--- config.mk ---
export PLATFORM = sky130hd
export DESIGN_NAME = fpk_ctrl
export DESIGN_NICKNAME = d
export VERILOG_FILES = /design/src/fpk_pkg.sv /design/src/fpk_ctrl.sv
export VERILOG_INCLUDE_DIRS = /design/src /design/src/src
export SDC_FILE = /design/constraint.sdc
export NUM_CORES = 1
export LEC_CHECK = 0
export BUFFER_PORTS_ARGS = -buffer_cell sky130_fd_sc_hd__buf_4
export CAP_MARGIN = 10
export CORE_MARGIN = 5
export CORE_UTILIZATION = 30
export CTS_CLUSTER_DIAMETER = 80
export DETAILED_ROUTE_END_ITERATION = 10
export SKIP_CTS_REPAIR_TIMING = 1
export SLEW_MARGIN = 20
export SYNTH_ARGS = -nofsm -noshare
export SYNTH_HDL_FRONTEND = slang
export SYNTH_SLANG_ARGS = --single-unit
--- constraint.sdc ---
create_clock -name clk_i -period 2.42 [get_ports clk_i]
set_clock_uncertainty 0.05 [all_clocks]
set_input_delay 0.484 -clock clk_i [delete_from_list [all_inputs] [get_ports clk_i]]
set_output_delay 0.484 -clock clk_i [all_outputs]
set_load 0.03 [all_outputs]
--- src/assert_macros.svh ---
// Assertion macros shared by the RTL modules.
// Depends on nothing; included by modules that carry assertions.
`ifndef ASSERT_MACROS_SVH
`define ASSERT_MACROS_SVH

// Property must hold in the cycle after the trigger.
`define ASSERT_NEXT(label, clk, rst_n, trig, prop, msg) \
  label: assert property (@(posedge clk) disable iff (!rst_n) (trig) |=> (prop)) \
    else $error(msg);

// Property must hold in the same cycle as the trigger.
`define ASSERT_SAME(label, clk, rst_n, trig, prop, msg) \
  label: assert property (@(posedge clk) disable iff (!rst_n) (trig) |-> (prop)) \
    else $error(msg);

`endif

--- src/fpk_pkg.sv ---
// Package for the fixed-point Kalman core: types, constants, micro-op table.
// No dependencies.
package fpk_pkg;

  localparam int unsigned NumCfg   = 8;
  localparam int unsigned CfgIdxW  = 3;
  localparam int unsigned CfgDataW = 15;
  localparam int unsigned UopIdxW  = 5;

  localparam logic signed [15:0] MeasNoise = 16'sd12544;
  localparam logic [31:0]        GainNum   = 32'd4194304;

  // Configuration register indexes.
  typedef enum logic [CfgIdxW-1:0] {
    REG_STEP_TIME, REG_HALF_STEP_SQ, REG_NOISE_PP, REG_NOISE_PS,
    REG_NOISE_PA, REG_NOISE_SS, REG_NOISE_SA, REG_NOISE_AA
  } cfg_reg_e;

  // Request opcodes.
  typedef enum logic {OP_LOAD, OP_STEP} op_e;

  // Request and estimate payloads.
  typedef struct packed {
    op_e                op;
    logic signed [15:0] meas_pos;
    logic signed [15:0] load_speed;
    logic signed [15:0] load_acc;
    logic [14:0]        meas_precision;
  } kf_req_t;

  typedef struct packed {
    logic signed [15:0] est_position;
    logic signed [15:0] est_speed;
    logic signed [15:0] est_accel;
    logic signed [15:0] position_gain;
  } kf_est_t;

  typedef enum logic [2:0] {
    ST_IDLE, ST_MAC, ST_NOISE, ST_START, ST_DIV, ST_DONE
  } fsm_state_e;

  // Register file slots of the datapath.
  typedef enum logic [3:0] {
    R_POS, R_SPD, R_ACC, R_PP, R_PS, R_PA, R_SS, R_SA, R_AA,
    R_T21, R_T22, R_S, R_GAIN, R_K1, R_K2, R_Y
  } reg_sel_e;

  // Operand A sources beyond the register file.
  typedef enum logic [1:0] {
    A_REG, A_DT, A_HDT2
  } opa_e;

  // Accumulate mode: dst = dst + p, dst - p, dst = p, or innovation (meas - pos).
  typedef enum logic [1:0] {
    M_ADD, M_SUB, M_SET, M_INNOV
  } mode_e;

  typedef struct packed {
    opa_e       asel;
    reg_sel_e   areg;
    reg_sel_e   breg;
    logic [4:0] shift;
    reg_sel_e   dst;
    mode_e      mode;
  } uop_t;

  typedef struct packed {
    logic                capture;
    logic                load;
    logic                mac_en;
    logic [UopIdxW-1:0]  uop_idx;
    logic                noise_en;
    logic                div_start;
    logic                div_wr;
  } dp_cmd_t;

  typedef struct packed {
    logic div_done;
  } dp_sts_t;

  function automatic uop_t mk(opa_e a, reg_sel_e ar, reg_sel_e br, int unsigned sh,
                              reg_sel_e d, mode_e m);
    uop_t u;
    u.asel = a; u.areg = ar; u.breg = br; u.shift = 5'(sh); u.dst = d; u.mode = m;
    return u;
  endfunction

  // Micro-ops before the division (indexes 0..16) and after it (17..29).
  // The t21 and t22 terms bypass the multiplier: the datapath adds them directly.
  function automatic uop_t uop_rom(logic [UopIdxW-1:0] i);
    uop_t u;
    u = mk(A_REG, R_POS, R_POS, 0, R_Y, M_ADD);
    case (i)
      5'd0:  u = mk(A_DT,   R_POS, R_SPD, 10, R_POS, M_ADD);
      5'd1:  u = mk(A_HDT2, R_POS, R_ACC, 16, R_POS, M_ADD);
      5'd2:  u = mk(A_DT,   R_POS, R_ACC, 14, R_SPD, M_ADD);
      5'd3:  u = mk(A_DT,   R_POS, R_PS,  10, R_PP,  M_ADD);
      5'd4:  u = mk(A_HDT2, R_POS, R_PA,  15, R_PP,  M_ADD);
      5'd5:  u = mk(A_DT,   R_POS, R_SS,  11, R_PS,  M_ADD);
      5'd6:  u = mk(A_HDT2, R_POS, R_SA,  19, R_PS,  M_ADD);
      5'd7:  u = mk(A_DT,   R_POS, R_SA,   9, R_T21, M_SET);
      5'd8:  u = mk(A_DT,   R_POS, R_AA,  11, R_T22, M_SET);
      5'd9:  u = mk(A_REG,  R_T21, R_T21, 1,  R_PA,  M_ADD); // t21 >> 1 (special)
      5'd10: u = mk(A_HDT2, R_POS, R_T22, 16, R_PA,  M_ADD);
      5'd11: u = mk(A_REG,  R_T21, R_T21, 3,  R_SS,  M_ADD); // t21 >> 3 (special)
      5'd12: u = mk(A_REG,  R_T22, R_T22, 0,  R_SA,  M_ADD); // plus t22 (special)
      5'd13: u = mk(A_DT,   R_POS, R_PS,  10, R_PP,  M_ADD);
      5'd14: u = mk(A_HDT2, R_POS, R_PA,  15, R_PP,  M_ADD);
      5'd15: u = mk(A_DT,   R_POS, R_PA,  13, R_PS,  M_ADD);
      5'd16: u = mk(A_DT,   R_POS, R_SA,  12, R_SS,  M_ADD);
      5'd17: u = mk(A_REG,  R_PP,  R_S,   12, R_GAIN, M_SET);
      5'd18: u = mk(A_REG,  R_PS,  R_S,    8, R_K1,  M_SET);
      5'd19: u = mk(A_REG,  R_PA,  R_S,    8, R_K2,  M_SET);
      5'd20: u = mk(A_REG,  R_POS, R_POS,  0, R_Y,   M_INNOV);
      5'd21: u = mk(A_REG,  R_GAIN, R_Y,  10, R_POS, M_ADD);
      5'd22: u = mk(A_REG,  R_K1,  R_Y,   14, R_SPD, M_ADD);
      5'd23: u = mk(A_REG,  R_K2,  R_Y,   13, R_ACC, M_ADD);
      5'd24: u = mk(A_REG,  R_GAIN, R_PP, 10, R_PP,  M_SUB);
      5'd25: u = mk(A_REG,  R_GAIN, R_PS, 10, R_PS,  M_SUB);
      5'd26: u = mk(A_REG,  R_GAIN, R_PA, 10, R_PA,  M_SUB);
      5'd27: u = mk(A_REG,  R_K1,  R_PS,  13, R_SS,  M_SUB);
      5'd28: u = mk(A_REG,  R_K1,  R_PA,  14, R_SA,  M_SUB);
      5'd29: u = mk(A_REG,  R_K2,  R_PA,  16, R_AA,  M_SUB);
      default: u = mk(A_REG, R_POS, R_POS, 0, R_Y, M_ADD);
    endcase
    return u;
  endfunction

  localparam logic [UopIdxW-1:0] UopLastPredict = 5'd16;
  localparam logic [UopIdxW-1:0] UopLast        = 5'd29;

endpackage

--- src/fpk_ctrl.sv ---
// Controller FSM: sequences load, micro-ops, noise add, division, result.
// Depends on fpk_pkg and assert_macros.svh.
`include "assert_macros.svh"
module fpk_ctrl import fpk_pkg::*; (
  input  logic    clk_i,
  input  logic    rst_ni,
  input  logic    in_valid_i,
  input  op_e     in_op_i,
  output logic    in_ready_o,
  output logic    out_valid_o,
  input  logic    out_ready_i,
  output dp_cmd_t cmd_o,
  input  dp_sts_t sts_i
);
  fsm_state_e         state_q, state_d;
  logic [UopIdxW-1:0] idx_q, idx_d;

  always_comb begin
    state_d = state_q; idx_d = idx_q;
    case (state_q)
      ST_IDLE: begin
        if (in_valid_i) begin
          idx_d = '0;
          state_d = (in_op_i == OP_STEP) ? ST_MAC : ST_DONE;
        end
      end
      ST_MAC: begin
        idx_d = idx_q + 5'd1;
        if (idx_q == UopLastPredict) state_d = ST_NOISE;
        else if (idx_q == UopLast) state_d = ST_DONE;
      end
      ST_NOISE: state_d = ST_START;
      ST_START: state_d = ST_DIV;
      ST_DIV: if (sts_i.div_done) state_d = ST_MAC;
      ST_DONE: if (out_ready_i) state_d = ST_IDLE;
      default: state_d = ST_IDLE;
    endcase
  end

  always_comb begin
    cmd_o = '0;
    cmd_o.uop_idx = idx_q;
    in_ready_o = 1'b0;
    out_valid_o = 1'b0;
    case (state_q)
      ST_IDLE: begin
        in_ready_o = 1'b1;
        cmd_o.capture = in_valid_i;
        cmd_o.load = in_valid_i && (in_op_i == OP_LOAD);
      end
      ST_MAC: cmd_o.mac_en = 1'b1;
      ST_NOISE: cmd_o.noise_en = 1'b1;
      ST_START: cmd_o.div_start = 1'b1;
      ST_DIV: cmd_o.div_wr = sts_i.div_done;
      ST_DONE: out_valid_o = 1'b1;
      default: ;
    endcase
  end

  always_ff @(posedge clk_i or negedge rst_ni) begin
    if (!rst_ni) begin
      state_q <= ST_IDLE; idx_q <= '0;
    end else begin
      state_q <= state_d; idx_q <= idx_d;
    end
  end

  `ASSERT_NEXT(a_start_after_noise, clk_i, rst_ni, state_q == ST_NOISE,
    cmd_o.div_start, "divider not started after noise add")
  `ASSERT_SAME(a_mac_idx, clk_i, rst_ni, cmd_o.mac_en, idx_q <= UopLast,
    "micro-op index out of range")
  `ASSERT_NEXT(a_done_holds, clk_i, rst_ni, out_valid_o && !out_ready_i,
    out_valid_o, "result dropped before taken")
  `ASSERT_SAME(a_idle_ready, clk_i, rst_ni, in_ready_o, !out_valid_o,
    "ready while result pending")
endmodule
# Word-level counts from Yosys, hierarchy flattened
# Cells that the tools add are included.
dict set report totals {
  ff_bits 8
  out_inout_bits 13
  wordCells 36
  in_bits 6
}
dict set report classes {
  muxes 16
  addsub 1
  eq_ne 11
  bitwise_logic 1
  reduce_logical 5
}
# cell n
set ops {}
lappend ops {{two-way mux 3 bit} 6}
lappend ops {{one-hot mux 3 bit (6 select lines)} 1}
lappend ops {{equality test 5 bit (second input constant)} 2}
lappend ops {{one-hot mux 5 bit (2 select lines)} 1}
lappend ops {{equality test 3 x 2 -> 1 bit (second input constant)} 2}
lappend ops {{equality test 3 bit (second input constant)} 2}
lappend ops {{two-way mux 1 bit} 6}
lappend ops {{!= test 2 bit (second input constant)} 3}
lappend ops {{adder 5 x 1 -> 5 bit (second input constant)} 1}
lappend ops {{two-way mux 5 bit} 1}
lappend ops {{AND reduction 4 bit} 1}
lappend ops {{equality test 3 x 1 -> 1 bit (second input constant)} 1}
lappend ops {{logical NOT 3 bit} 1}
lappend ops {{!= test 3 bit (second input constant)} 1}
lappend ops {{two-way mux 2 bit} 1}
lappend ops {{AND reduction 2 bit} 1}
lappend ops {{nonzero test 2 bit} 1}
lappend ops {{logical AND 1 bit} 1}
lappend ops {{NOT 1 bit} 1}

# Logic depth before layout (Yosys ltp)
dict set report logic_depth {
  ltp_word 4
  ltp_mapped 5
  depth_no_buf 5
}

# Worst setup path before layout
# OpenSTA, ideal clock, no wires.
dict set report synth_path {
  path_type {reg2out}
  startpoint {register state_q[0]}
  endpoint {output port cmd_o[9] (netlist bit)}
  path_stages_with_launch 5
  required_time_ns 1.886
  arrival_ns 1.891
  path_buffers 1
  slack_ns -0.005
  path_cell_list {dfrtp_1 buf_2 nor3_1 nand2_1 nor2_1}
}
# element line
set synth_rtl {}
lappend synth_rtl {{start: declaration} fpk_ctrl.sv:15} ;# fsm_state_e state_q, state_d;
lappend synth_rtl {{start signal: assignment} fpk_ctrl.sv:64} ;# state_q <= state_d; idx_q <= idx_d;
lappend synth_rtl {{end: declaration} fpk_ctrl.sv:12} ;# output dp_cmd_t cmd_o,

==> metrics.txt <==
clk slew on worst S/H paths=0.05 ns; list of most frequent post-synthesis cells=dfrtp_1, o21ai_0, inv_1; outcome=completed; Min-Delay Path Class=input port to flop; post-route cell area=718 sq um; number of fill cells in the layout=192; met2 WL=533 um; gr ovfl total=0; Worst EP required=1.89 ns; Net Count, Synth=65; via count=484; Arr. time, crit path=1.35 ns; Crit. End Element=output port; Initial Util=31.1%; crit-path max FO=13; cell mode on critical path=buf_4; crit path time final=1.88 ns; Die Width=52.1 um; Yosys warnings=0; asr flop ratio synth=100%; Final setup viols=0; Avg Cell Area, Syn=9.47 sq um; Overall Power=951 uW; WL per Instance=12.6 um; placed cells=97; relative slew slack=74.6%; DRT antenna net count=0; Hold Crit Start=in_op_i; overall die area=2710 sq um; number of diodes=0; Vias/cell=4.79; dominant cell type by area after synthesis=dfrtp_1; Static Leak=0.343 nW; Fmax achieved=531 MHz; Worst Hold Margin=0.427 ns; worst hold endpoint=state_q[2]; # IOs=19; critical-path cell list=nor3b_2, buf_4, buf_4; final net count=87; Reg2Reg Launch Point=state_q[0]; Initial DRC Count=8; Synth Flop Type=dfrtp_1; CTS Buf Count=3; cell area after synthesis=531 sq um; DRT Pass-1 Iters=2; largest net degree at the start of global routing=14; Top Family by Delay on Critical Path=flip-flops; Multi-input gate area=297 sq um; vias in the first global route=479; Post-synth EDFFs=0; setup TNS=0 ns; max cap viols=0; post-synth top area share=37.7%; final WL=1280 um; Seq/Total Area, Yosys=37.7%; layout cells sized above 1=34.2%; htree depth=1; Longest Clk Path Bufs=2; highest routed layer=met4; Power Density=1320 nW/um^2; DP Area=686 sq um; slowest cell on the critical path=dfrtp_1; gr usage total=11.1%; Worst Hold Path Cells=2; Synth-to-Final Area Change=35.4%; R2R setup slack=0.98 ns; Peak VDD IR=0.612 mV; worst reg2reg endpoint=state_q[0]; post-DP HPWL=976 um; register area=200 sq um; post-route clock period utilization=77.8%; setup repair after global routing missed its margin=no; top cells by area, synth=dfrtp_1, ha_1, o21ai_0, nand2b_1, a22o_1; M1 wire length=615 um; final hold violation count=0; CTS tree=yes; Final Non-Filler Cells=101; CP Buf/Inv Count=2; Final Max Tran Viols=0; critical path class=flop to output port; Slew @ Worst Pin=0.381 ns; IO Port Bufs=18; Clk Latency, worst-skew pair=0.26 ns; Root Buffer=clkbuf_4; synth unique cells=28; initial antenna violation count=0; cells on worst reg2reg path=3; number of synthesized register bits=8; core area=1710 sq um; element type at the critical path start=flop; DRC Markers=0; first-pass GRT wire length=2170 um; site row count=15; chip height=52.1 um; clock sinks=8; cells after synthesis=56; most frequent cell after synthesis=dfrtp_1; slowest stage delay, CP=0.54 ns; GPL Wtd Cong=0.748; Met3 Wirelength=97 um
[report_power, final]
| part | leakage (nW) | switching [mW] | internal, mW |
|---|---|---|---|
| combinational | 0.231 | 0.313 | 0.244 |
| sequential | 0.0980 | 0.0969 | 0.191 |
| clock | 0.0138 | 0.0489 | 0.0570 |
| total | 0.343 | 0.459 | 0.492 |
[kinds of logic after synthesis]
logic type	after synthesis	synth area share (%)
xor gates and xnor gates	2	3.30
DFF	8	37.7
and+or+nand+nor	20	24.1
buffers and inverters	7	7.31
adders and majority gates	3	7.08
AOI/OAI and AO/OA	16	20.5
[through the flow]
step	util [%]	setup slack [ns]
4_1_cts	41.5	0.514
3_5_place_dp	40.1	0.806
3_3_place_gp	40.1	0.793
6_report	42.1	0.538
5_1_grt	42.1	0.416
2_1_floorplan	-	0.306
[worst max path at each step]
stage / to / cells after the start / slack [ns] / start
after floorplan: cmd_o[9] / 4 / 0.31 / state_q[0]
after global placement: cmd_o[8] / 3 / 0.79 / state_q[0]
after detailed placement: cmd_o[8] / 3 / 0.81 / state_q[0]
after CTS: cmd_o[8] / 3 / 0.51 / state_q[0]
after global routing: cmd_o[8] / 3 / 0.42 / state_q[0]
final: cmd_o[8] / 3 / 0.54 / state_q[0]
[final cells by class]
class	count	area share (%)
multi-input combinational	41	41.3
timing repair buffer	20	21.3
inverter	4	2.09
tap	25	4.36
clock buffer	3	3.14
sequential	8	27.9
[registers in the layout (all words and copies together) (netlist names)]
signal / count
state_q: 3
idx_q: 5
[worst reg2reg max path, delay by kind of cell (launching register included)]
kind             cells  cell delay [ns]
AND/OR/NAND/NOR      1             0.55
flip-flops           1             0.50
AO/OA/AOI/OAI        2             0.23
[layout by cell type, fill, tap and decap left out, types with 2 or more instances in the layout]
master     n
nand2_1    3
ha_1       3
dfrtp_1    8
nand2b_1   3
buf_4     19
nor3b_1    2
clkbuf_4   3
nor2_1     2
nand3_1    2
a21oi_1    3
inv_1      4
o21ai_0    5
a22o_1     2
xnor2_1    2
[layer usage]
metal  vias to the layer above  GRT usage [%]
li1                        240              -
met1                       220           14.7
met2                        21           15.7
met3                         3           2.58
met4                         0           7.86
met5                         -              0
(Power assumes the default switching activity.)
