[src/assert_macros.svh]
// Assertion macros shared by the RTL modules.
// Depends on nothing; included by modules that carry assertions.
`ifndef ASSERT_MACROS_SVH
`define ASSERT_MACROS_SVH

// Property must hold in the cycle after the trigger.
`define ASSERT_NEXT(label, clk, rst_n, trig, prop, msg) \
  label: assert property (@(posedge clk) disable iff (!rst_n) (trig) |=> (prop)) \
    else $error(msg);

// Property must hold in the same cycle as the trigger.
`define ASSERT_SAME(label, clk, rst_n, trig, prop, msg) \
  label: assert property (@(posedge clk) disable iff (!rst_n) (trig) |-> (prop)) \
    else $error(msg);

`endif

[src/fpk_pkg.sv]
// Package for the fixed-point Kalman core: types, constants, micro-op table.
// No dependencies.
package fpk_pkg;

  localparam int unsigned NumCfg   = 8;
  localparam int unsigned CfgIdxW  = 3;
  localparam int unsigned CfgDataW = 15;
  localparam int unsigned UopIdxW  = 5;

  localparam logic signed [15:0] MeasNoise = 16'sd12544;
  localparam logic [31:0]        GainNum   = 32'd4194304;

  // Configuration register indexes.
  typedef enum logic [CfgIdxW-1:0] {
    REG_STEP_TIME, REG_HALF_STEP_SQ, REG_NOISE_PP, REG_NOISE_PS,
    REG_NOISE_PA, REG_NOISE_SS, REG_NOISE_SA, REG_NOISE_AA
  } cfg_reg_e;

  // Request opcodes.
  typedef enum logic {OP_LOAD, OP_STEP} op_e;

  // Request and estimate payloads.
  typedef struct packed {
    op_e                op;
    logic signed [15:0] meas_pos;
    logic signed [15:0] load_speed;
    logic signed [15:0] load_acc;
    logic [14:0]        meas_precision;
  } kf_req_t;

  typedef struct packed {
    logic signed [15:0] est_position;
    logic signed [15:0] est_speed;
    logic signed [15:0] est_accel;
    logic signed [15:0] position_gain;
  } kf_est_t;

  typedef enum logic [2:0] {
    ST_IDLE, ST_MAC, ST_NOISE, ST_START, ST_DIV, ST_DONE
  } fsm_state_e;

  // Register file slots of the datapath.
  typedef enum logic [3:0] {
    R_POS, R_SPD, R_ACC, R_PP, R_PS, R_PA, R_SS, R_SA, R_AA,
    R_T21, R_T22, R_S, R_GAIN, R_K1, R_K2, R_Y
  } reg_sel_e;

  // Operand A sources beyond the register file.
  typedef enum logic [1:0] {
    A_REG, A_DT, A_HDT2
  } opa_e;

  // Accumulate mode: dst = dst + p, dst - p, dst = p, or innovation (meas - pos).
  typedef enum logic [1:0] {
    M_ADD, M_SUB, M_SET, M_INNOV
  } mode_e;

  typedef struct packed {
    opa_e       asel;
    reg_sel_e   areg;
    reg_sel_e   breg;
    logic [4:0] shift;
    reg_sel_e   dst;
    mode_e      mode;
  } uop_t;

  typedef struct packed {
    logic                capture;
    logic                load;
    logic                mac_en;
    logic [UopIdxW-1:0]  uop_idx;
    logic                noise_en;
    logic                div_start;
    logic                div_wr;
  } dp_cmd_t;

  typedef struct packed {
    logic div_done;
  } dp_sts_t;

  function automatic uop_t mk(opa_e a, reg_sel_e ar, reg_sel_e br, int unsigned sh,
                              reg_sel_e d, mode_e m);
    uop_t u;
    u.asel = a; u.areg = ar; u.breg = br; u.shift = 5'(sh); u.dst = d; u.mode = m;
    return u;
  endfunction

  // Micro-ops before the division (indexes 0..16) and after it (17..29).
  // The t21 and t22 terms bypass the multiplier: the datapath adds them directly.
  function automatic uop_t uop_rom(logic [UopIdxW-1:0] i);
    uop_t u;
    u = mk(A_REG, R_POS, R_POS, 0, R_Y, M_ADD);
    case (i)
      5'd0:  u = mk(A_DT,   R_POS, R_SPD, 10, R_POS, M_ADD);
      5'd1:  u = mk(A_HDT2, R_POS, R_ACC, 16, R_POS, M_ADD);
      5'd2:  u = mk(A_DT,   R_POS, R_ACC, 14, R_SPD, M_ADD);
      5'd3:  u = mk(A_DT,   R_POS, R_PS,  10, R_PP,  M_ADD);
      5'd4:  u = mk(A_HDT2, R_POS, R_PA,  15, R_PP,  M_ADD);
      5'd5:  u = mk(A_DT,   R_POS, R_SS,  11, R_PS,  M_ADD);
      5'd6:  u = mk(A_HDT2, R_POS, R_SA,  19, R_PS,  M_ADD);
      5'd7:  u = mk(A_DT,   R_POS, R_SA,   9, R_T21, M_SET);
      5'd8:  u = mk(A_DT,   R_POS, R_AA,  11, R_T22, M_SET);
      5'd9:  u = mk(A_REG,  R_T21, R_T21, 1,  R_PA,  M_ADD); // t21 >> 1 (special)
      5'd10: u = mk(A_HDT2, R_POS, R_T22, 16, R_PA,  M_ADD);
      5'd11: u = mk(A_REG,  R_T21, R_T21, 3,  R_SS,  M_ADD); // t21 >> 3 (special)
      5'd12: u = mk(A_REG,  R_T22, R_T22, 0,  R_SA,  M_ADD); // plus t22 (special)
      5'd13: u = mk(A_DT,   R_POS, R_PS,  10, R_PP,  M_ADD);
      5'd14: u = mk(A_HDT2, R_POS, R_PA,  15, R_PP,  M_ADD);
      5'd15: u = mk(A_DT,   R_POS, R_PA,  13, R_PS,  M_ADD);
      5'd16: u = mk(A_DT,   R_POS, R_SA,  12, R_SS,  M_ADD);
      5'd17: u = mk(A_REG,  R_PP,  R_S,   12, R_GAIN, M_SET);
      5'd18: u = mk(A_REG,  R_PS,  R_S,    8, R_K1,  M_SET);
      5'd19: u = mk(A_REG,  R_PA,  R_S,    8, R_K2,  M_SET);
      5'd20: u = mk(A_REG,  R_POS, R_POS,  0, R_Y,   M_INNOV);
      5'd21: u = mk(A_REG,  R_GAIN, R_Y,  10, R_POS, M_ADD);
      5'd22: u = mk(A_REG,  R_K1,  R_Y,   14, R_SPD, M_ADD);
      5'd23: u = mk(A_REG,  R_K2,  R_Y,   13, R_ACC, M_ADD);
      5'd24: u = mk(A_REG,  R_GAIN, R_PP, 10, R_PP,  M_SUB);
      5'd25: u = mk(A_REG,  R_GAIN, R_PS, 10, R_PS,  M_SUB);
      5'd26: u = mk(A_REG,  R_GAIN, R_PA, 10, R_PA,  M_SUB);
      5'd27: u = mk(A_REG,  R_K1,  R_PS,  13, R_SS,  M_SUB);
      5'd28: u = mk(A_REG,  R_K1,  R_PA,  14, R_SA,  M_SUB);
      5'd29: u = mk(A_REG,  R_K2,  R_PA,  16, R_AA,  M_SUB);
      default: u = mk(A_REG, R_POS, R_POS, 0, R_Y, M_ADD);
    endcase
    return u;
  endfunction

  localparam logic [UopIdxW-1:0] UopLastPredict = 5'd16;
  localparam logic [UopIdxW-1:0] UopLast        = 5'd29;

endpackage

[src/fpk_divider.sv]
// Restoring divider: 32-bit unsigned numerator by 32-bit divisor, one bit a cycle.
// Depends on fpk_pkg.
module fpk_divider import fpk_pkg::*; (
  input  logic        clk_i,
  input  logic        rst_ni,
  input  logic        start_i,
  input  logic [31:0] num_i,
  input  logic [31:0] den_i,
  output logic        done_o,
  output logic [31:0] quot_o
);
  logic [32:0] rem_q, rem_d;
  logic [31:0] quo_q, quo_d, den_q, den_d;
  logic [5:0]  cnt_q, cnt_d;
  logic        busy_q, busy_d, done_q, done_d;
  logic [32:0] trial;

  always_comb begin
    rem_d = rem_q; quo_d = quo_q; den_d = den_q; cnt_d = cnt_q;
    busy_d = busy_q; done_d = 1'b0;
    trial = {rem_q[31:0], quo_q[31]} - {1'b0, den_q};
    if (start_i) begin
      rem_d = '0; quo_d = num_i; den_d = den_i; cnt_d = 6'd0; busy_d = 1'b1;
    end else if (busy_q) begin
      if (!trial[32]) begin
        rem_d = trial;
        quo_d = {quo_q[30:0], 1'b1};
      end else begin
        rem_d = {rem_q[31:0], quo_q[31]};
        quo_d = {quo_q[30:0], 1'b0};
      end
      cnt_d = cnt_q + 6'd1;
      if (cnt_q == 6'd31) begin
        busy_d = 1'b0; done_d = 1'b1;
      end
    end
  end

  always_ff @(posedge clk_i or negedge rst_ni) begin
    if (!rst_ni) begin
      busy_q <= 1'b0; done_q <= 1'b0; cnt_q <= '0;
    end else begin
      busy_q <= busy_d; done_q <= done_d; cnt_q <= cnt_d;
    end
  end

  always_ff @(posedge clk_i) begin
    rem_q <= rem_d; quo_q <= quo_d; den_q <= den_d;
  end

  assign done_o = done_q;
  assign quot_o = quo_q;
endmodule

[src/fpk_datapath.sv]
// Datapath: state registers, shared multiply-shift-accumulate unit, divider.
// Depends on fpk_pkg and fpk_divider.
module fpk_datapath import fpk_pkg::*; (
  input  logic                     clk_i,
  input  logic                     rst_ni,
  input  dp_cmd_t                  cmd_i,
  output dp_sts_t                  sts_o,
  input  logic [CfgDataW-1:0]      cfg_i [NumCfg],
  input  logic signed [15:0]       meas_pos_i,
  input  logic signed [15:0]       load_speed_i,
  input  logic signed [15:0]       load_acc_i,
  input  logic [14:0]              meas_precision_i,
  output logic signed [15:0]       est_position_o,
  output logic signed [15:0]       est_speed_o,
  output logic signed [15:0]       est_accel_o,
  output logic signed [15:0]       position_gain_o
);
  localparam logic signed [15:0] RfInit [16] = '{
    16'sd0, 16'sd0, 16'sd0, 16'sd2560, 16'sd2080, 16'sd4800, 16'sd6000, 16'sd7500,
    16'sd9375, 16'sd0, 16'sd0, 16'sd0, 16'sd0, 16'sd0, 16'sd0, 16'sd0
  };

  logic signed [15:0] rf_q [16];
  logic signed [15:0] rf_d [16];
  uop_t               u;
  logic signed [15:0] opa, opb, res;
  logic signed [31:0] prod, psh;
  logic signed [17:0] den_s;
  logic [31:0]        den;
  logic [31:0]        quot;
  logic               div_done;
  logic signed [15:0] meas_q;
  logic [14:0]        prec_q;

  assign u = uop_rom(cmd_i.uop_idx);

  // Measurement and precision are held for the whole step.
  always_ff @(posedge clk_i or negedge rst_ni) begin
    if (!rst_ni) begin
      meas_q <= '0; prec_q <= '0;
    end else if (cmd_i.capture) begin
      meas_q <= meas_pos_i; prec_q <= meas_precision_i;
    end
  end

  always_comb begin
    case (u.asel)
      A_DT:    opa = signed'({1'b0, cfg_i[REG_STEP_TIME]});
      A_HDT2:  opa = signed'({1'b0, cfg_i[REG_HALF_STEP_SQ]});
      default: opa = rf_q[u.areg];
    endcase
    opb  = rf_q[u.breg];
    prod = opa * opb;
    psh  = prod >>> u.shift;
  end

  always_comb begin
    logic is_t21, is_t22;
    is_t21 = (u.asel == A_REG) && (u.areg == R_T21);
    is_t22 = (u.asel == A_REG) && (u.areg == R_T22);
    res = rf_q[u.dst];
    if (is_t21)      res = rf_q[u.dst] + (rf_q[R_T21] >>> u.shift);
    else if (is_t22) res = rf_q[u.dst] + rf_q[R_T22];
    else begin
      case (u.mode)
        M_ADD:   res = rf_q[u.dst] + psh[15:0];
        M_SUB:   res = rf_q[u.dst] - psh[15:0];
        M_SET:   res = psh[15:0];
        M_INNOV: res = meas_q - rf_q[R_POS];
        default: res = rf_q[u.dst];
      endcase
    end
  end

  // Divisor: cov_pp + 12544 + precision*16, clamped to at least one.
  assign den_s = 18'(rf_q[R_PP]) + 18'(MeasNoise);
  always_comb begin
    logic signed [20:0] sum;
    sum = 21'(den_s) + signed'({2'b0, prec_q, 4'b0});
    den = (sum < 21'sd1) ? 32'd1 : 32'(sum);
  end

  fpk_divider u_div (
    .clk_i, .rst_ni, .start_i(cmd_i.div_start), .num_i(GainNum), .den_i(den),
    .done_o(div_done), .quot_o(quot)
  );
  assign sts_o.div_done = div_done;

  always_comb begin
    rf_d = rf_q;
    if (cmd_i.load) begin
      rf_d[R_POS] = meas_pos_i; rf_d[R_SPD] = load_speed_i; rf_d[R_ACC] = load_acc_i;
      rf_d[R_GAIN] = '0;
    end else if (cmd_i.mac_en) begin
      rf_d[u.dst] = res;
    end else if (cmd_i.noise_en) begin
      rf_d[R_PP] = rf_q[R_PP] + 16'(cfg_i[REG_NOISE_PP]);
      rf_d[R_PS] = rf_q[R_PS] + 16'(cfg_i[REG_NOISE_PS]);
      rf_d[R_PA] = rf_q[R_PA] + 16'(cfg_i[REG_NOISE_PA]);
      rf_d[R_SS] = rf_q[R_SS] + 16'(cfg_i[REG_NOISE_SS]);
      rf_d[R_SA] = rf_q[R_SA] + 16'(cfg_i[REG_NOISE_SA]);
      rf_d[R_AA] = rf_q[R_AA] + 16'(cfg_i[REG_NOISE_AA]);
    end else if (cmd_i.div_wr) begin
      rf_d[R_S] = quot[15:0];
    end
  end

  always_ff @(posedge clk_i or negedge rst_ni) begin
    if (!rst_ni) begin
      rf_q <= RfInit;
    end else begin
      rf_q <= rf_d;
    end
  end

  assign est_position_o  = rf_q[R_POS];
  assign est_speed_o     = rf_q[R_SPD];
  assign est_accel_o     = rf_q[R_ACC];
  assign position_gain_o = rf_q[R_GAIN];
endmodule

[config.mk]
export PLATFORM = sky130hd
export DESIGN_NAME = fpk_datapath
export DESIGN_NICKNAME = d
export VERILOG_FILES = /design/src/assert_macros.svh /design/src/fpk_pkg.sv /design/src/fpk_divider.sv /design/src/fpk_datapath.sv
export SDC_FILE = /design/constraint.sdc
export NUM_CORES = 2
export LEC_CHECK = 0
export ABC_CLOCK_PERIOD_IN_PS = 18400
export BUFFER_PORTS_ARGS = -buffer_cell sky130_fd_sc_hd__buf_4
export CAP_MARGIN = 5
export CORE_MARGIN = 4
export CORE_UTILIZATION = 40
export DETAILED_ROUTE_END_ITERATION = 10
export REMOVE_ABC_BUFFERS = 1
export SETUP_SLACK_MARGIN = 0.02
export SYNTH_ARGS = -nofsm -noshare
export SYNTH_HDL_FRONTEND = slang
export SYNTH_HIERARCHICAL = 1
export SYNTH_SLANG_ARGS = --single-unit
[constraint.sdc]
create_clock -name clk_i -period 18.4 [get_ports clk_i]
set_input_delay 0.92 -clock clk_i [delete_from_list [all_inputs] [get_ports clk_i]]
set_output_delay 0.92 -clock clk_i [all_outputs]
set_load 0.1 [all_outputs]
After elaboration in Yosys (flattened, before gate mapping)
Memories as Yosys holds them, arrays and structs flattened.
Index checks and enable logic that the tools add are counted.
Widths: inputs -> output; s select.
- shift-type cells: 2
- bitwise logic cells: 4
- reductions and logical operators: 12
- muxes and demuxes: 35
- add/sub/neg operators: 15
- equality and inequality tests: 9
- $mul: 1
- magnitude comparators: 5
- operator list (operator ; count):
    $bwmux 256 ; 1
    $mux 16 ; 13
    $bmux 16 s4 ; 3
    $mux 96 ; 2
    $add 16x15->16 ; 6
    $mux 48 ; 2
    $demux 16 s4 ; 1
    $mux 64 ; 1
    $pmux 16 s4 ; 1
    $add 16x16->16 ; 3
    $sub 33x32->33 ; 1
    $mul 16x16->32 ; 1
    $mux 32 ; 1
    $pmux 16 s2 ; 1
    $sshr 32x5->16 ; 1
    $sub 16x16->16 ; 2
    $add 17x20->21 ; 1
    $lt 21x2->1 const B ; 1
    $add 16x15->17 const B ; 1
    $sshr 16x5->16 ; 1
    $ge 5x5->1 const B ; 3
    $not 4->5 ; 3
    $mux 6 ; 2
    $eq 4x4->1 const B ; 2
    13 further kinds ; 29
- bits in registers: 380
- bits in read-only memories: 672
- logic and storage cells: 108
- output and inout port bits: 65
- memories: 1
- input port bits: 196
- memory list (name ; words ; width ; read ports ; clocked after memory_dff ; write ports ; line ; source):
    (no name shown) ; 32 ; 21 ; 1 ; 0 ; 0 ; fpk_pkg.sv:93 ; case (i)

Logic depth before layout (Yosys ltp)
An unclocked memory read counts as a cell.
- word-level depth: 15
- mapped depth: 63
- mapped depth without buffers: 54

Hierarchy
The synthesis kept the hierarchy.
- by module, submodules not included (module ; instances ; area each (µm²) ; sequential area each (µm²) ; cells an instance):
    fpk_datapath ; 1 ; 41870.2 ; 7219.4 ; 5209
    fpk_divider ; 1 ; 5825.6 ; 2762.6 ; 527

Worst setup path before layout
OpenSTA, ideal clock, no wires.
- path kind: input to register
- start: input port cmd_i[3] (netlist bit)
- end: register rf_q, in the netlist est_accel_o[15]
- data required time: 18.254 ns
- setup time: 0.146 ns
- path buffers: 6
- slack: 4.532 ns
- arrival: 13.722 ns
- cell stages on the path: 55
- cell sequence: inv_1 -> ha_1 -> clkbuf_1 -> nand2_1 -> a21oi_1 -> nor3_4 -> clkbuf_1 -> buf_1 -> clkbuf_1 -> mux2_2 -> o21ai_0 -> a311oi_1 -> o21ai_1 -> nor2_1 -> fa_1 -> inv_1 -> fa_1 -> inv_1 -> [... 19 more ...] -> a21oi_1 -> inv_1 -> ha_1 -> nand2b_1 -> a21oi_1 -> o211ai_1 -> a21oi_1 -> nor3_1 -> o41ai_1 -> a31oi_1 -> nor4b_1 -> a311o_1 -> nor3_1 -> nand3_1 -> o41a_4 -> nand3_4 -> buf_12 -> o31ai_2
- longest elaborated chain between the ends: 15
- elaborated cells on any way between the ends: 43
- classes of those cells: add/sub (4); mul (1); order compare (2); eq/ne (7); shift (2); mux (18); bitwise (3); reduce/logical (5); memory (1)
- RTL lines (element ; line ; source):
    start: declaration ; fpk_datapath.sv:6 ; input dp_cmd_t cmd_i,
    $mem_v2 32x21 (*) ; -- ;
    $not 4->5 (implied by the code) ; fpk_datapath.sv:50 ; default: opa = rf_q[u.areg];
    $bmux 16 s4 ; fpk_datapath.sv:50 ;
    $mux 16 (implied by the code) (2 in a row) ; fpk_datapath.sv:50 ;
    $pmux 16 s2 ; fpk_datapath.sv:47 ; case (u.asel)
    $mul 16x16->32 ; fpk_datapath.sv:53 ; prod = opa * opb;
    $sshr 32x5->16 ; fpk_datapath.sv:54 ; psh = prod >>> u.shift;
    $sub 16x16->16 / $add 16x16->16 (equally long branches) ; fpk_datapath.sv:67, fpk_datapath.sv:66 ;
    $pmux 16 s4 ; fpk_datapath.sv:65 ; case (u.mode)
    $mux 16 ; fpk_datapath.sv:63 ; else if (is_t22) res = rf_q[u.dst] + rf_q[R_T22];
    $mux 16 ; fpk_datapath.sv:62 ; if (is_t21) res = rf_q[u.dst] + (rf_q[R_T21] >>> u.shift);
    $bwmux 256 (*) ; fpk_datapath.sv:95 ; rf_d[u.dst] = res;
    $mux 48 (*) ; fpk_datapath.sv:94 ; end else if (cmd_i.mac_en) begin
    $mux 48 (*) ; fpk_datapath.sv:91 ; if (cmd_i.load) begin
    end signal: assignment ; fpk_datapath.sv:110 ; rf_q <= RfInit;
    end signal: assignment ; fpk_datapath.sv:112 ; rf_q <= rf_d;
    end: declaration ; fpk_datapath.sv:23 ; logic signed [15:0] rf_q [16];
Every way passes the cells marked *; elsewhere a longest branch is shown, timed or not. The select of a mux whose other input is x is not followed.
A chain may end at the register's enable or synchronous reset.

Worst setup path after layout
- start: input port cmd_i[5] (netlist bit)
- end: register rf_q[111] (netlist bit)
- longest elaborated chain between the ends: 13
- elaborated cells on any way between the ends: 41
- classes of those cells: add/sub (4); mul (1); order compare (2); eq/ne (7); shift (2); mux (16); bitwise (3); reduce/logical (5); memory (1)
- RTL lines (element ; line):
    $mem_v2 32x21 (*) ; --
    $not 4->5 (implied by the code) ; fpk_datapath.sv:50
    $bmux 16 s4 ; fpk_datapath.sv:50
    $mux 16 (implied by the code) (2 in a row) ; fpk_datapath.sv:50
    $pmux 16 s2 ; fpk_datapath.sv:47
    $mul 16x16->32 ; fpk_datapath.sv:53
    $sshr 32x5->16 ; fpk_datapath.sv:54
    $sub 16x16->16 / $add 16x16->16 (equally long branches) ; fpk_datapath.sv:67, fpk_datapath.sv:66
    $pmux 16 s4 ; fpk_datapath.sv:65
    $mux 16 ; fpk_datapath.sv:63
    $mux 16 ; fpk_datapath.sv:62
    $bwmux 256 (*) ; fpk_datapath.sv:95
Marks and branches as above.

==> qor.yml <==
cts:
  clk_latency_ns: 0.64
  numCtsBuffers: 48
  ctsHoldBuffers: 0
  htreeDepth: 2
  post_cts_resized: 0
  cts_root_buf: "clkbuf_16"
  clock_path_buffers: 3
  post_cts_buffers: 0
  cts_tree: "built"
  cts.reportedPaths.clkPinSlew_ns: 0.06
  cts.sinks: 391
yosys:
  synth-edff-count: 64
  synth-async-reset-ratio: 0.754
  ys_top_cells_by_count: "nand2_1, inv_1, nor2_1"
  ys_types: 128
  synth.most_common_cell: "nand2_1"
  synth-seq-cells: 391
  yosysTopAreaCellShare: 0.139
  yosysWarningCount: 6
  netlist_instances: 5736
  synth_flop_cell: "dfrtp_1"
  syn_area_um2: 47700
  yosys.area.top_type: "dfrtp_1"
  synth-seq-area-share: 0.209
  postSynthAreaPerCell_um2: 8.32
  synth_area_leaders: "dfrtp_1, fa_1, ha_1"
timing:
  fin_ws_ns: 2.06
  report.final.hold_viol_count: 0
  setup_viol: 0
  drv_slew: 0
  rsz0062_at_grt: "false"
  slew-limit-headroom: 0.171
  worstMarginPinSlew_ns: 1.24
  skew_ns: 0.0294
  finalCriticalPeriod_ns: 16.34
  max_freq_ghz: 0.0612
  tns_ns: 0
  min_period_over_period: 0.888
global_routing:
  grt_pass1_vias: 44287
  overflow: 0
  grt_max_degree: 149
  grt.total_usage: 0.299
  grt_pass1_wl_um: 286000
  antenna_found_initial: 6
floorplanning:
  die-area_um2: 125000
  pin_count: 261
  num_rows: 126
  core_area_um2: 118000
  die_h_um: 353
  dieWidth_um: 353
  start_util: 0.403
layout:
  finalNetCount: 6539
  utilization: 0.444
  syn_to_final_growth_pct: 9.99
  drive_above_1_share: 0.147
detailed_routing:
  post_drt_wl_per_cell_um: 26.1
  viasPerCell: 6.14
  route.detailed.drc: 0
  dr.pass1.iters: 8
  ant_nets: 0
  wl_um: 192000
  drt-initial-drc-count: 4744
  vias: 45084
setup_path:
  max_stage_delay_ns: 0.86
  end_kind: "flip-flop"
  cp.required_ns: 18.91
  crit_type: "input pin to flip-flop"
  cp.arrival_ns: 16.85
  crit_path_top_delay_cell: "a2111oi_0"
  cp_max_fo: 45
  path_common_cell: "fa_1"
  cp-start-kind: "input pin"
flow_run:
  cap_violations: 0
place:
  place_hpwl_um: 145000
  preCtsSetupSlack_ns: 1.79
  gp_congestion: 0.985
  io_buffers: 260
status:
  outcome: "finished clean"
hold_path:
  hold_class: "input pin to asynchronous set/reset pin"
[worst max-delay path: cells and delay by family]
kind,cells,cell delay [ns]
and+or+nand+nor,14,3.41
AOI/OAI and AO/OA,19,6.62
buffers and inverters,5,1.34
adders and majority gates,10,4.48
[state kept, by name, summed over array words and instances, names as in the netlist, 15 cells and up]
register         count
est_accel_o         16
est_position_o      16
est_speed_o         16
meas_q              16
position_gain_o     16
prec_q              15
rf_q               192
u_div/den_q         32
u_div/quot_o        32
u_div/rem_q         32
[final cells by class]
cell class | instances | area (um^2)
antenna | 6 | 15.0
clock buffer | 65 | 1330
clock inverter | 24 | 329
fill | 11692 | 65800
inverter | 444 | 1670
multi-input combinational | 4509 | 34400
sequential | 391 | 9980
tap | 1536 | 1920
timing repair buffer | 363 | 2810
[placed cells by master (no fill, tap or decap), types with 64 or more instances in the layout]
master	synthesis	final
a211oi_1	105	105
a21o_1	81	81
a21oi_1	287	281
a31oi_1	79	76
and3_1	79	79
buf_4	72	356
dfrtp_1	265	264
edfxtp_1	64	64
fa_1	274	274
ha_1	312	312
inv_1	440	440
mux2_2	127	127
mux2i_1	120	119
mux4_2	66	65
nand2_1	862	860
nand2b_1	105	105
nand3_1	168	168
nor2_1	388	381
nor2b_1	71	71
nor3_1	89	88
o21ai_0	256	253
or2_2	71	72
xnor2_1	142	142
[final timing paths]
kind | startpoint | endpoint | slack [ns] | cells after the start
setup / recovery | cmd_i[5] | rf_q[111] | 2.06 | 48
hold / removal | rst_ni | u_div/cnt_q[2] | 0.29 | 1
setup reg to reg | est_position_o[3] | rf_q[111] | 4.10 | 44
hold reg to reg | u_div/rem_q[20] | u_div/rem_q[20] | 0.50 | 2
max in group asynchronous | rst_ni | rf_q[3] | 16.53 | 2
min in group clk_i | load_speed_i[1] | est_speed_o[1] | 0.49 | 3
[per-layer routing]
metal  GRT usage  wire (um)
met5           0          0
met4       0.182      14300
met3      0.0568      17100
met2       0.471      85200
met1       0.380      75000
[kinds of logic (layout without fill, tap and decap cells)]
group / count (synthesis) / after routing / share of synthesized area
DFF: 391 / 391 / 0.209
muxes: 318 / 318 / 0.0876
adders and majority gates: 586 / 586 / 0.197
and+or+nand+nor: 1986 / 1986 / 0.192
xor gates and xnor gates: 185 / 185 / 0.0344
other: 2 / 38 / 0.000157
buffers and inverters: 866 / 896 / 0.0770
AOI/OAI and AO/OA: 1402 / 1402 / 0.202
[through the flow]
step           instances  cell area (um^2)  hold WS, ns
5_1_grt             7334             52400        0.377
3_5_place_dp        7243             50800        0.499
3_3_place_gp        7243             50800        0.494
4_1_cts             7332             52400        0.332
6_report            7338             52500        0.287
2_1_floorplan       5344             45800        0.468
Power is left out: the tool's default activity adds up to more than one toggle a clock period on the data nets, which glitch-free logic cannot reach.
